$ cat config.mk
export PLATFORM = sky130hd
export DESIGN_NAME = alu_with_condition_flags
export DESIGN_NICKNAME = d
export VERILOG_FILES = /design/src/hw/rtl/acf_pkg.sv /design/src/hw/rtl/acf_decode.sv /design/src/hw/rtl/acf_adder.sv /design/src/hw/rtl/acf_flags.sv /design/src/hw/rtl/alu_with_condition_flags.sv
export VERILOG_INCLUDE_DIRS = /design/src /design/src/hw/rtl
export SDC_FILE = /design/constraint.sdc
export NUM_CORES = 1
export LEC_CHECK = 0
export ABC_CLOCK_PERIOD_IN_PS = 2750
export BUFFER_PORTS_ARGS = -buffer_cell sky130_fd_sc_hd__buf_4
export CAP_MARGIN = 20
export CORE_ASPECT_RATIO = 1.25
export CORE_UTILIZATION = 51
export DETAILED_ROUTE_END_ITERATION = 10
export PLACE_DENSITY = 0.72
export SETUP_SLACK_MARGIN = 0.02
export SYNTH_ARGS = -nofsm -noshare
export SYNTH_HDL_FRONTEND = slang
export SYNTH_SLANG_ARGS = --single-unit
$ cat constraint.sdc
create_clock -name clk -period 2.75 [get_ports clk]
set_input_delay 0.275 -clock clk [delete_from_list [all_inputs] [get_ports clk]]
set_output_delay 0.275 -clock clk [all_outputs]
set_load 0.02 [all_outputs]
$ cat src/hw/rtl/alu_with_condition_flags_defines.svh
// assertion macros for the condition-flag alu
`ifndef ALU_WITH_CONDITION_FLAGS_DEFINES_SVH
`define ALU_WITH_CONDITION_FLAGS_DEFINES_SVH

`ifndef SYNTHESIS
// checked only out of reset
`define ACF_ASSERT(label, prop) \
    label: assert property (@(posedge clk) disable iff (!rst_n) prop) \
    else $error("acf check failed");
// checked on every edge, reset included
`define ACF_ASSERT_ALWAYS(label, prop) \
    label: assert property (@(posedge clk) prop) \
    else $error("acf check failed at any time");
`else
`define ACF_ASSERT(label, prop)
`define ACF_ASSERT_ALWAYS(label, prop)
`endif

`endif

$ cat src/hw/rtl/acf_pkg.sv
package acf_pkg;

    typedef enum logic [4:0] {
        OP_ADD   = 5'd0,
        OP_ADC   = 5'd1,
        OP_SUB   = 5'd2,
        OP_SBC   = 5'd3,
        OP_AND   = 5'd4,
        OP_XOR   = 5'd5,
        OP_OR    = 5'd6,
        OP_CP    = 5'd7,
        OP_INC   = 5'd8,
        OP_DEC   = 5'd9,
        OP_RLCA  = 5'd10,
        OP_RRCA  = 5'd11,
        OP_RLA   = 5'd12,
        OP_RRA   = 5'd13,
        OP_DAA   = 5'd14,
        OP_CPL   = 5'd15,
        OP_SCF   = 5'd16,
        OP_CCF   = 5'd17,
        OP_RLC   = 5'd18,
        OP_RRC   = 5'd19,
        OP_RL    = 5'd20,
        OP_RR    = 5'd21,
        OP_SLA   = 5'd22,
        OP_SRA   = 5'd23,
        OP_SWAP  = 5'd24,
        OP_SRL   = 5'd25,
        OP_BIT   = 5'd26,
        OP_RES   = 5'd27,
        OP_SET   = 5'd28,
        OP_ADD16 = 5'd29,
        OP_ADDSP = 5'd30
    } acf_op_t;

    // decimal adjust constants
    localparam logic [7:0] DAA_LOW_ADJ    = 8'h06;
    localparam logic [7:0] DAA_HIGH_ADJ   = 8'h60;
    localparam logic [7:0] DAA_HIGH_LIMIT = 8'h99;
    localparam logic [3:0] DAA_LOW_LIMIT  = 4'h9;

    typedef struct packed {
        logic [4:0]  operation;
        logic [15:0] operand_a;
        logic [15:0] operand_b;
        logic [2:0]  bit_index;
        logic        zero_in;
        logic        subtract_in;
        logic        half_carry_in;
        logic        carry_in;
    } acf_req_t;

    typedef struct packed {
        logic [15:0] result;
        logic        write_back;
        logic        zero_out;
        logic        subtract_out;
        logic        half_carry_out;
        logic        carry_out;
    } acf_rsp_t;

    // per-flag control: calc picks the computed value, else the fixed val
    typedef struct packed {
        logic z_calc;
        logic z_val;
        logic n_val;
        logic h_calc;
        logic h_val;
        logic c_calc;
        logic c_val;
        logic inv;   // subtraction: carries read as borrows
        logic w16;   // take h from bit 11 and c from bit 15
    } acf_flag_ctl_t;

    typedef struct packed {
        logic [15:0]   x;
        logic [15:0]   y;
        logic          cin;
        logic          wide;
        logic          use_sum;
        logic [7:0]    alt;
        logic          clear;
        logic          wb;
        acf_flag_ctl_t fl;
    } acf_dec_t;

    typedef struct packed {
        logic [15:0]   val;
        logic          hc;
        logic          cc;
        logic          clear;
        logic          wb;
        acf_flag_ctl_t fl;
    } acf_sum_t;

endpackage

$ cat src/hw/rtl/acf_decode.sv
module acf_decode (
    input  logic              clk,
    input  logic              rst_n,
    input  logic              in_valid,
    input  acf_pkg::acf_req_t request,
    output logic              dec_valid,
    output acf_pkg::acf_dec_t dec
);

    logic              valid_reg;
    acf_pkg::acf_dec_t dec_reg;
    acf_pkg::acf_dec_t dec_next;

    always_comb
    begin
        logic [7:0] a;
        logic [7:0] b;
        logic [7:0] mask;
        logic [7:0] corr;
        logic       c;
        logic       shift_op;
        a        = request.operand_a[7:0];
        b        = request.operand_b[7:0];
        c        = request.carry_in;
        mask     = 8'b1 << request.bit_index;
        corr     = 8'h00;
        shift_op = 1'b0;

        dec_next           = '0;
        dec_next.x         = {8'h00, a};
        dec_next.wb        = 1'b1;
        dec_next.fl.z_val  = request.zero_in;
        dec_next.fl.n_val  = request.subtract_in;
        dec_next.fl.h_val  = request.half_carry_in;
        dec_next.fl.c_val  = c;

        unique case (acf_pkg::acf_op_t'(request.operation)) inside
            acf_pkg::OP_ADD, acf_pkg::OP_ADC:
            begin
                dec_next.y         = {8'h00, b};
                dec_next.cin       = (request.operation == acf_pkg::OP_ADC) ? c : 1'b0;
                dec_next.use_sum   = 1'b1;
                dec_next.fl.z_calc = 1'b1;
                dec_next.fl.n_val  = 1'b0;
                dec_next.fl.h_calc = 1'b1;
                dec_next.fl.c_calc = 1'b1;
            end
            acf_pkg::OP_SUB, acf_pkg::OP_SBC, acf_pkg::OP_CP:
            begin
                // a - b - ci as a + ~b + !ci
                dec_next.y         = {8'h00, ~b};
                dec_next.cin       = ~((request.operation == acf_pkg::OP_SBC) ? c : 1'b0);
                dec_next.use_sum   = 1'b1;
                dec_next.fl.inv    = 1'b1;
                dec_next.fl.z_calc = 1'b1;
                dec_next.fl.n_val  = 1'b1;
                dec_next.fl.h_calc = 1'b1;
                dec_next.fl.c_calc = 1'b1;
                if (request.operation == acf_pkg::OP_CP)
                begin
                    dec_next.clear = 1'b1;
                    dec_next.wb    = 1'b0;
                end
            end
            acf_pkg::OP_AND:
            begin
                dec_next.alt       = a & b;
                dec_next.fl.z_calc = 1'b1;
                dec_next.fl.n_val  = 1'b0;
                dec_next.fl.h_val  = 1'b1;
                dec_next.fl.c_val  = 1'b0;
            end
            acf_pkg::OP_XOR, acf_pkg::OP_OR:
            begin
                dec_next.alt       = (request.operation == acf_pkg::OP_XOR) ? (a ^ b) : (a | b);
                dec_next.fl.z_calc = 1'b1;
                dec_next.fl.n_val  = 1'b0;
                dec_next.fl.h_val  = 1'b0;
                dec_next.fl.c_val  = 1'b0;
            end
            acf_pkg::OP_INC:
            begin
                dec_next.y         = 16'h0001;
                dec_next.use_sum   = 1'b1;
                dec_next.fl.z_calc = 1'b1;
                dec_next.fl.n_val  = 1'b0;
                dec_next.fl.h_calc = 1'b1;
            end
            acf_pkg::OP_DEC:
            begin
                dec_next.y         = 16'h00FF;
                dec_next.use_sum   = 1'b1;
                dec_next.fl.inv    = 1'b1;
                dec_next.fl.z_calc = 1'b1;
                dec_next.fl.n_val  = 1'b1;
                dec_next.fl.h_calc = 1'b1;
            end
            acf_pkg::OP_RLCA:
            begin
                dec_next.alt = {a[6:0], a[7]};
                dec_next.fl.c_val = a[7];
            end
            acf_pkg::OP_RRCA:
            begin
                dec_next.alt = {a[0], a[7:1]};
                dec_next.fl.c_val = a[0];
            end
            acf_pkg::OP_RLA:
            begin
                dec_next.alt = {a[6:0], c};
                dec_next.fl.c_val = a[7];
            end
            acf_pkg::OP_RRA:
            begin
                dec_next.alt = {c, a[7:1]};
                dec_next.fl.c_val = a[0];
            end
            acf_pkg::OP_DAA:
            begin
                if (request.subtract_in)
                begin
                    if (c)
                        corr = corr | acf_pkg::DAA_HIGH_ADJ;
                    if (request.half_carry_in)
                        corr = corr | acf_pkg::DAA_LOW_ADJ;
                    dec_next.y   = {8'h00, ~corr};
                    dec_next.cin = 1'b1;
                end
                else
                begin
                    if (c || (a > acf_pkg::DAA_HIGH_LIMIT))
                    begin
                        corr = corr | acf_pkg::DAA_HIGH_ADJ;
                        dec_next.fl.c_val = 1'b1;
                    end
                    if (request.half_carry_in || (a[3:0] > acf_pkg::DAA_LOW_LIMIT))
                        corr = corr | acf_pkg::DAA_LOW_ADJ;
                    dec_next.y = {8'h00, corr};
                end
                dec_next.use_sum   = 1'b1;
                dec_next.fl.z_calc = 1'b1;
                dec_next.fl.h_val  = 1'b0;
            end
            acf_pkg::OP_CPL:
            begin
                dec_next.alt      = ~a;
                dec_next.fl.n_val = 1'b1;
                dec_next.fl.h_val = 1'b1;
            end
            acf_pkg::OP_SCF, acf_pkg::OP_CCF:
            begin
                dec_next.wb       = 1'b0;
                dec_next.fl.n_val = 1'b0;
                dec_next.fl.h_val = 1'b0;
                dec_next.fl.c_val = (request.operation == acf_pkg::OP_SCF) ? 1'b1 : ~c;
            end
            acf_pkg::OP_RLC:
            begin
                shift_op          = 1'b1;
                dec_next.alt      = {a[6:0], a[7]};
                dec_next.fl.c_val = a[7];
            end
            acf_pkg::OP_RRC:
            begin
                shift_op          = 1'b1;
                dec_next.alt      = {a[0], a[7:1]};
                dec_next.fl.c_val = a[0];
            end
            acf_pkg::OP_RL:
            begin
                shift_op          = 1'b1;
                dec_next.alt      = {a[6:0], c};
                dec_next.fl.c_val = a[7];
            end
            acf_pkg::OP_RR:
            begin
                shift_op          = 1'b1;
                dec_next.alt      = {c, a[7:1]};
                dec_next.fl.c_val = a[0];
            end
            acf_pkg::OP_SLA:
            begin
                shift_op          = 1'b1;
                dec_next.alt      = {a[6:0], 1'b0};
                dec_next.fl.c_val = a[7];
            end
            acf_pkg::OP_SRA:
            begin
                shift_op          = 1'b1;
                dec_next.alt      = {a[7], a[7:1]};
                dec_next.fl.c_val = a[0];
            end
            acf_pkg::OP_SWAP:
            begin
                shift_op          = 1'b1;
                dec_next.alt      = {a[3:0], a[7:4]};
                dec_next.fl.c_val = 1'b0;
            end
            acf_pkg::OP_SRL:
            begin
                shift_op          = 1'b1;
                dec_next.alt      = {1'b0, a[7:1]};
                dec_next.fl.c_val = a[0];
            end
            acf_pkg::OP_BIT:
            begin
                dec_next.wb       = 1'b0;
                dec_next.fl.z_val = ~|(a & mask);
                dec_next.fl.n_val = 1'b0;
                dec_next.fl.h_val = 1'b1;
            end
            acf_pkg::OP_RES:
            begin
                dec_next.alt = a & ~mask;
            end
            acf_pkg::OP_SET:
            begin
                dec_next.alt = a | mask;
            end
            acf_pkg::OP_ADD16:
            begin
                dec_next.x         = request.operand_a;
                dec_next.y         = request.operand_b;
                dec_next.wide      = 1'b1;
                dec_next.use_sum   = 1'b1;
                dec_next.fl.w16    = 1'b1;
                dec_next.fl.n_val  = 1'b0;
                dec_next.fl.h_calc = 1'b1;
                dec_next.fl.c_calc = 1'b1;
            end
            acf_pkg::OP_ADDSP:
            begin
                dec_next.x         = request.operand_a;
                dec_next.y         = {{8{b[7]}}, b};
                dec_next.wide      = 1'b1;
                dec_next.use_sum   = 1'b1;
                dec_next.fl.z_val  = 1'b0;
                dec_next.fl.n_val  = 1'b0;
                dec_next.fl.h_calc = 1'b1;
                dec_next.fl.c_calc = 1'b1;
            end
            default:
            begin
                dec_next.wb = 1'b0;
            end
        endcase

        // accumulator rotates clear z, n, h
        if ((request.operation == acf_pkg::OP_RLCA) || (request.operation == acf_pkg::OP_RRCA) ||
            (request.operation == acf_pkg::OP_RLA) || (request.operation == acf_pkg::OP_RRA))
        begin
            dec_next.fl.z_val = 1'b0;
            dec_next.fl.n_val = 1'b0;
            dec_next.fl.h_val = 1'b0;
        end

        // cb rotates and shifts set z from the result
        if (shift_op)
        begin
            dec_next.fl.z_calc = 1'b1;
            dec_next.fl.n_val  = 1'b0;
            dec_next.fl.h_val  = 1'b0;
        end
    end

    always_ff @(posedge clk or negedge rst_n)
    begin
        if (!rst_n)
            valid_reg <= 1'b0;
        else
            valid_reg <= in_valid;
    end

    always_ff @(posedge clk)
    begin
        dec_reg <= dec_next;
    end

    assign dec_valid = valid_reg;
    assign dec       = dec_reg;

endmodule

$ cat src/hw/rtl/acf_adder.sv
module acf_adder (
    input  logic              clk,
    input  logic              rst_n,
    input  logic              dec_valid,
    input  acf_pkg::acf_dec_t dec,
    output logic              sum_valid,
    output acf_pkg::acf_sum_t sum
);

    logic              valid_reg;
    acf_pkg::acf_sum_t sum_reg;
    acf_pkg::acf_sum_t sum_next;
    logic [16:0]       full;
    logic              c4;
    logic              c8;
    logic              c12;

    assign full = {1'b0, dec.x} + {1'b0, dec.y} + {16'h0000, dec.cin};

    // carry into a bit position recovered from the sum bit
    assign c4  = dec.x[4] ^ dec.y[4] ^ full[4];
    assign c8  = dec.x[8] ^ dec.y[8] ^ full[8];
    assign c12 = dec.x[12] ^ dec.y[12] ^ full[12];

    always_comb
    begin
        sum_next.clear = dec.clear;
        sum_next.wb    = dec.wb;
        sum_next.fl    = dec.fl;
        sum_next.hc    = dec.fl.w16 ? c12 : c4;
        sum_next.cc    = dec.fl.w16 ? full[16] : c8;
        if (!dec.use_sum)
            sum_next.val = {8'h00, dec.alt};
        else if (dec.wide)
            sum_next.val = full[15:0];
        else
            sum_next.val = {8'h00, full[7:0]};
    end

    always_ff @(posedge clk or negedge rst_n)
    begin
        if (!rst_n)
            valid_reg <= 1'b0;
        else
            valid_reg <= dec_valid;
    end

    always_ff @(posedge clk)
    begin
        sum_reg <= sum_next;
    end

    assign sum_valid = valid_reg;
    assign sum       = sum_reg;

endmodule

$ cat src/hw/rtl/acf_flags.sv
module acf_flags (
    input  logic              clk,
    input  logic              rst_n,
    input  logic              sum_valid,
    input  acf_pkg::acf_sum_t sum,
    output logic              done,
    output acf_pkg::acf_rsp_t response
);

    logic              done_reg;
    acf_pkg::acf_rsp_t rsp_reg;
    acf_pkg::acf_rsp_t rsp_next;

    always_comb
    begin
        rsp_next.result         = sum.clear ? 16'h0000 : sum.val;
        rsp_next.write_back     = sum.wb;
        rsp_next.zero_out       = sum.fl.z_calc ? (sum.val == 16'h0000) : sum.fl.z_val;
        rsp_next.subtract_out   = sum.fl.n_val;
        rsp_next.half_carry_out = sum.fl.h_calc ? (sum.hc ^ sum.fl.inv) : sum.fl.h_val;
        rsp_next.carry_out      = sum.fl.c_calc ? (sum.cc ^ sum.fl.inv) : sum.fl.c_val;
    end

    always_ff @(posedge clk or negedge rst_n)
    begin
        if (!rst_n)
            done_reg <= 1'b0;
        else
            done_reg <= sum_valid;
    end

    always_ff @(posedge clk)
    begin
        rsp_reg <= rsp_next;
    end

    assign done     = done_reg;
    assign response = rsp_reg;

endmodule

$ cat src/hw/rtl/alu_with_condition_flags.sv
// flag-producing alu of an 8-bit cpu core as a three-stage pipeline. a word
// enters at every clock edge where start is high; busy is never raised, so a
// new word may follow every cycle. each word's response shows on response for
// exactly one cycle with done high, once it has passed the register of each
// stage (decode, adder, flag merge); the receiver cannot stall
// and must take it in that cycle. words leave in the order they came in.
`include "alu_with_condition_flags_defines.svh"

module alu_with_condition_flags (
    input  logic              clk,
    input  logic              rst_n,
    input  logic              start,
    output logic              busy,
    input  acf_pkg::acf_req_t request,
    output logic              done,
    output acf_pkg::acf_rsp_t response
);

    // handshake
    logic              take;

    // stage 1 -> stage 2
    logic              dec_valid;
    acf_pkg::acf_dec_t dec;

    // stage 2 -> stage 3
    logic              sum_valid;
    acf_pkg::acf_sum_t sum;

    // no stage ever holds, so the pipe always has room
    assign busy = 1'b0;
    assign take = start && !busy;

    // stage 1: operation decode, operand conditioning, logic and shift results,
    // daa correction and all flag values that do not wait on the adder
    acf_decode u_decode (
        .clk       (clk),
        .rst_n     (rst_n),
        .in_valid  (take),
        .request   (request),
        .dec_valid (dec_valid),
        .dec       (dec)
    );

    // stage 2: one shared 16-bit adder serves add, sub, inc, dec, daa, add16
    // and add sp,e; nibble and byte (add16: bit 11, 15) carries go with the sum
    acf_adder u_adder (
        .clk       (clk),
        .rst_n     (rst_n),
        .dec_valid (dec_valid),
        .dec       (dec),
        .sum_valid (sum_valid),
        .sum       (sum)
    );

    // stage 3: zero detect, borrow polarity and final flag selection
    acf_flags u_flags (
        .clk       (clk),
        .rst_n     (rst_n),
        .sum_valid (sum_valid),
        .sum       (sum),
        .done      (done),
        .response  (response)
    );

    // every accepted word comes out with done high, and every done comes from an accepted word
    `ACF_ASSERT(a_latency_fwd, take |-> ##3 done)
    `ACF_ASSERT(a_latency_back, done |-> $past(take, 3))
    // words that are not written back carry a zero result
    `ACF_ASSERT(a_no_wb_zero, done && !response.write_back |-> response.result == 16'h0000)
    // only the 16-bit operations may fill the upper byte
    `ACF_ASSERT(a_upper_byte,
        take && (request.operation != acf_pkg::OP_ADD16) &&
        (request.operation != acf_pkg::OP_ADDSP) |-> ##3 (response.result[15:8] == 8'h00))
    `ACF_ASSERT_ALWAYS(a_never_busy, !busy)

endmodule
==> flow_metrics.py <==
metrics = {
    "critical_path": {
        "end_kind": "flop",
        "crit_required_ns": 3.03,
        "cp_slowest_cell": "fa_1",
        "crit_chain": "fa_1 -> inv_1 -> fa_1 -> nor2b_1 -> o2111ai_1 -> a31oi_1 -> a41oi_1 -> mux2i_1",
        "critPathLaunchType": "flop",
        "cp_common_cell": "fa_1",
        "crit_type": "reg -> reg",
        "max_stage_delay_ns": 0.46,
        "crit_fanout": 4,
        "crit_arrival_ns": 2.59,
    },
    "routing": {
        "drtIter0Drc": 218,
        "firstDrtPassIters": 5,
        "viasPerCell": 5.823,
        "routed_wl_mm": 12.35,
        "num_vias": 4350,
        "ant_nets": 0,
        "wl_per_cell_um": 16.54,
        "remaining_drc_errors": 0,
    },
    "global_route": {
        "grt_pass1_vias": 4102,
        "overflow": 0,
        "grt_antenna_before_repair": 0,
        "grt_use_total_pct": 24.81,
        "grt_pass1_wl_mm": 20.23,
        "grt_max_degree": 31,
    },
    "cts": {
        "cts_made_buffers": 9,
        "cts_buffer_depth": 2,
        "cts_sinks": 106,
        "post_cts_buffers": 0,
        "clk_pin_slew_worst_paths_ns": 0.07,
        "cts_tree": "built",
        "htreeDepth": 3,
        "cts-root-buf": "clkbuf_16",
        "clock_latency_ns": 0.34,
    },
    "yosys": {
        "ys_ff_latch": 106,
        "synth_edf_count": 0,
        "ys_warn_count": 0,
        "async_flop_share_pct": 2.830,
        "synth.distinct_cells": 76,
        "synth_cells": 563,
        "syn-num-nets": 635,
        "synth_top_flop_cell": "dfxtp_1",
        "avgSynthCellArea_um2": 9.201,
        "syn_area_um2": 5180,
        "ys_seq_area_share_pct": 41.26,
    },
    "cells_and_area": {
        "mostFrequentLayoutCells": "dfxtp_1 (103), buf_4 (69), nand2_1 (55), nor2_1 (40), a21oi_1 (29)",
        "seqCellArea_um2": 2137,
        "drive_above_1_share_pct": 18.20,
        "stdcell_count": 747,
        "n_antenna_cell": 0,
        "nets": 688,
        "largest_reg_flops": 54,
        "final_common_cell": "dfxtp_1",
        "fillers": 870,
        "area_growth_pct": 14.44,
        "multiInputGateArea_um2": 2713,
    },
    "min_path": {
        "hold_path_class": "in -> reg",
    },
    "floorplanning": {
        "start_util_pct": 53.08,
        "io_pins": 70,
        "rows": 40,
        "die_y_um": 114.7,
        "die_w_um": 92.14,
        "coreArea_um2": 9759,
        "die_area_um2": 10570,
    },
    "timing": {
        "relSlewSlack_pct": 53.52,
        "worst_pin_slew_ns": 0.6972,
        "min_period_over_period_pct": 84.18,
        "rsz0062_at_grt": "false",
        "min_period_ns": 2.315,
        "fmax_ghz": 0.4320,
        "final-max-slew-violation-count": 0,
        "fin_skew_ns": 0.006388,
        "tns_ns": 0,
        "finalSetupViolCount": 0,
        "hold_viol_final": 0,
    },
    "place": {
        "placedCellCount": 729,
        "gp_congestion": 0.9515,
        "io_buffers": 68,
        "hpwl_mm": 9.357,
    },
    "pwr": {
        "pwr_density_cell_nw_per_um2": 586.5,
        "ir_worst_vdd_mv": 0.3069,
        "p_leak_nw": 2.713,
    },
    "status": {
        "outcome": "finished, final reports clean",
    },
    "run": {
        "cap_viol_max_count": 0,
    },
}
==> synth_stat cells (all sizes together) (4+ instances only) <==
master	number	share of area, %
dfxtp	103	40
nand2	56	4.1
nor2	41	3.0
a21oi	29	2.8
inv	27	2.0
nor2b	25	3.1
o21ai	24	2.3
buf	23	3.9
ha	23	5.6
a211o	21	3.6
nor3	18	2.1
a21o	11	1.6
and2	11	1.3
a2bb2oi	10	1.7
nand2b	9	1.1
nand3	9	0.97
a31oi	7	0.85
mux2	7	1.5
nand4	7	0.85
o21a	7	1.0
clkbuf	6	0.51
xor2	6	1.0
mux2i	5	0.97
o22ai	5	0.60
xnor2	5	0.85
and3	4	0.48
==> layout make-up <==
| class | count | area share (%) |
|---|---|---|
| Sequential cell | 106 | 36.05 |
| Clock inverter | 7 | 0.9920 |
| Multi-Input combinational cell | 401 | 45.76 |
| Inverter | 27 | 1.710 |
| Timing Repair Buffer | 71 | 9.033 |
| Tap cell | 126 | 2.659 |
| Clock buffer | 9 | 3.799 |
==> power by group <==
group	leakage (nW)	switching, mW	internal [mW]
Combinational	1.69	0.310	0.257
Clock	0.138	0.570	0.628
Sequential	0.886	0.0498	1.66
==> logic make-up (layout without fill, tap and decap cells) <==
| kind of cell | Yosys count | count (layout) | synth area share (%) |
|---|---|---|---|
| muxes | 12 | 12 | 2.488 |
| AOI/OAI and AO/OA | 152 | 152 | 21.64 |
| xor gates and xnor gates | 11 | 11 | 1.860 |
| DFF | 106 | 106 | 41.26 |
| other | 1 | 1 | 0.07239 |
| buffers and inverters | 56 | 114 | 6.377 |
| and+or+nand+nor | 199 | 199 | 19.76 |
| adders and majority gates | 26 | 26 | 6.546 |
==> per-stage QoR <==
stage	hold WS (ns)	power (mW)	setup slack, ns	instance area, µm²	utilization (%)
2_1_floorplan	-0.02059	2.122	0.7609	5180	-
3_3_place_gp	0.06264	2.299	0.5426	5627	57.65
3_5_place_dp	0.06729	2.308	0.4640	5627	57.65
4_1_cts	0.02454	3.503	0.4331	5921	60.67
5_1_grt	0.02463	3.638	0.3091	5928	60.74
6_report	0.03476	3.477	0.4351	5928	60.74
==> final timing paths <==
check	start	end	slack, ns	depth (start not counted)
worst max-delay path	u_decode.dec[21]$_DFF_P_	u_adder.sum[27]$_SDFF_PN0_	0.44	8
worst min-delay path	start	u_decode.dec_valid$_DFF_PN0_	0.03	1
worst max register to register	u_decode.dec[21]$_DFF_P_	u_adder.sum[27]$_SDFF_PN0_	0.44	8
worst min register to register	u_decode.dec[7]$_SDFF_PP0_	u_adder.sum[7]$_DFF_P_	0.33	0
max in group asynchronous	rst_n	u_flags.done$_DFF_PN0_	2.41	2
min in group asynchronous	rst_n	u_adder.sum_valid$_DFF_PN0_	0.25	2
==> worst max-delay path: cells and delay by family (launching register included) <==
family	cells	cell delay, ns
flops	1	0.32
mux	1	0.20
compound gates	3	0.89
fa+ha+maj	2	0.67
buf+inv	1	0.09
simple gates	1	0.08
==> routing by layer <==
layer  up-vias  global-route usage (%)  wire length [µm]
li1       2128                       -                 -
met2       182                   43.43              6187
met3        37                   4.781               661
met4         0                   12.81               472
met1      2003                   28.65              5033
met5         -                       0                 0
==> what timing repair did <==
item                                   4_1_cts  5_1_grt
resized for setup                            0        0
endpoints found under the hold margin        3        0
hold buffers                                 1        0
Note: power is estimated with default switching activity, not from simulation.
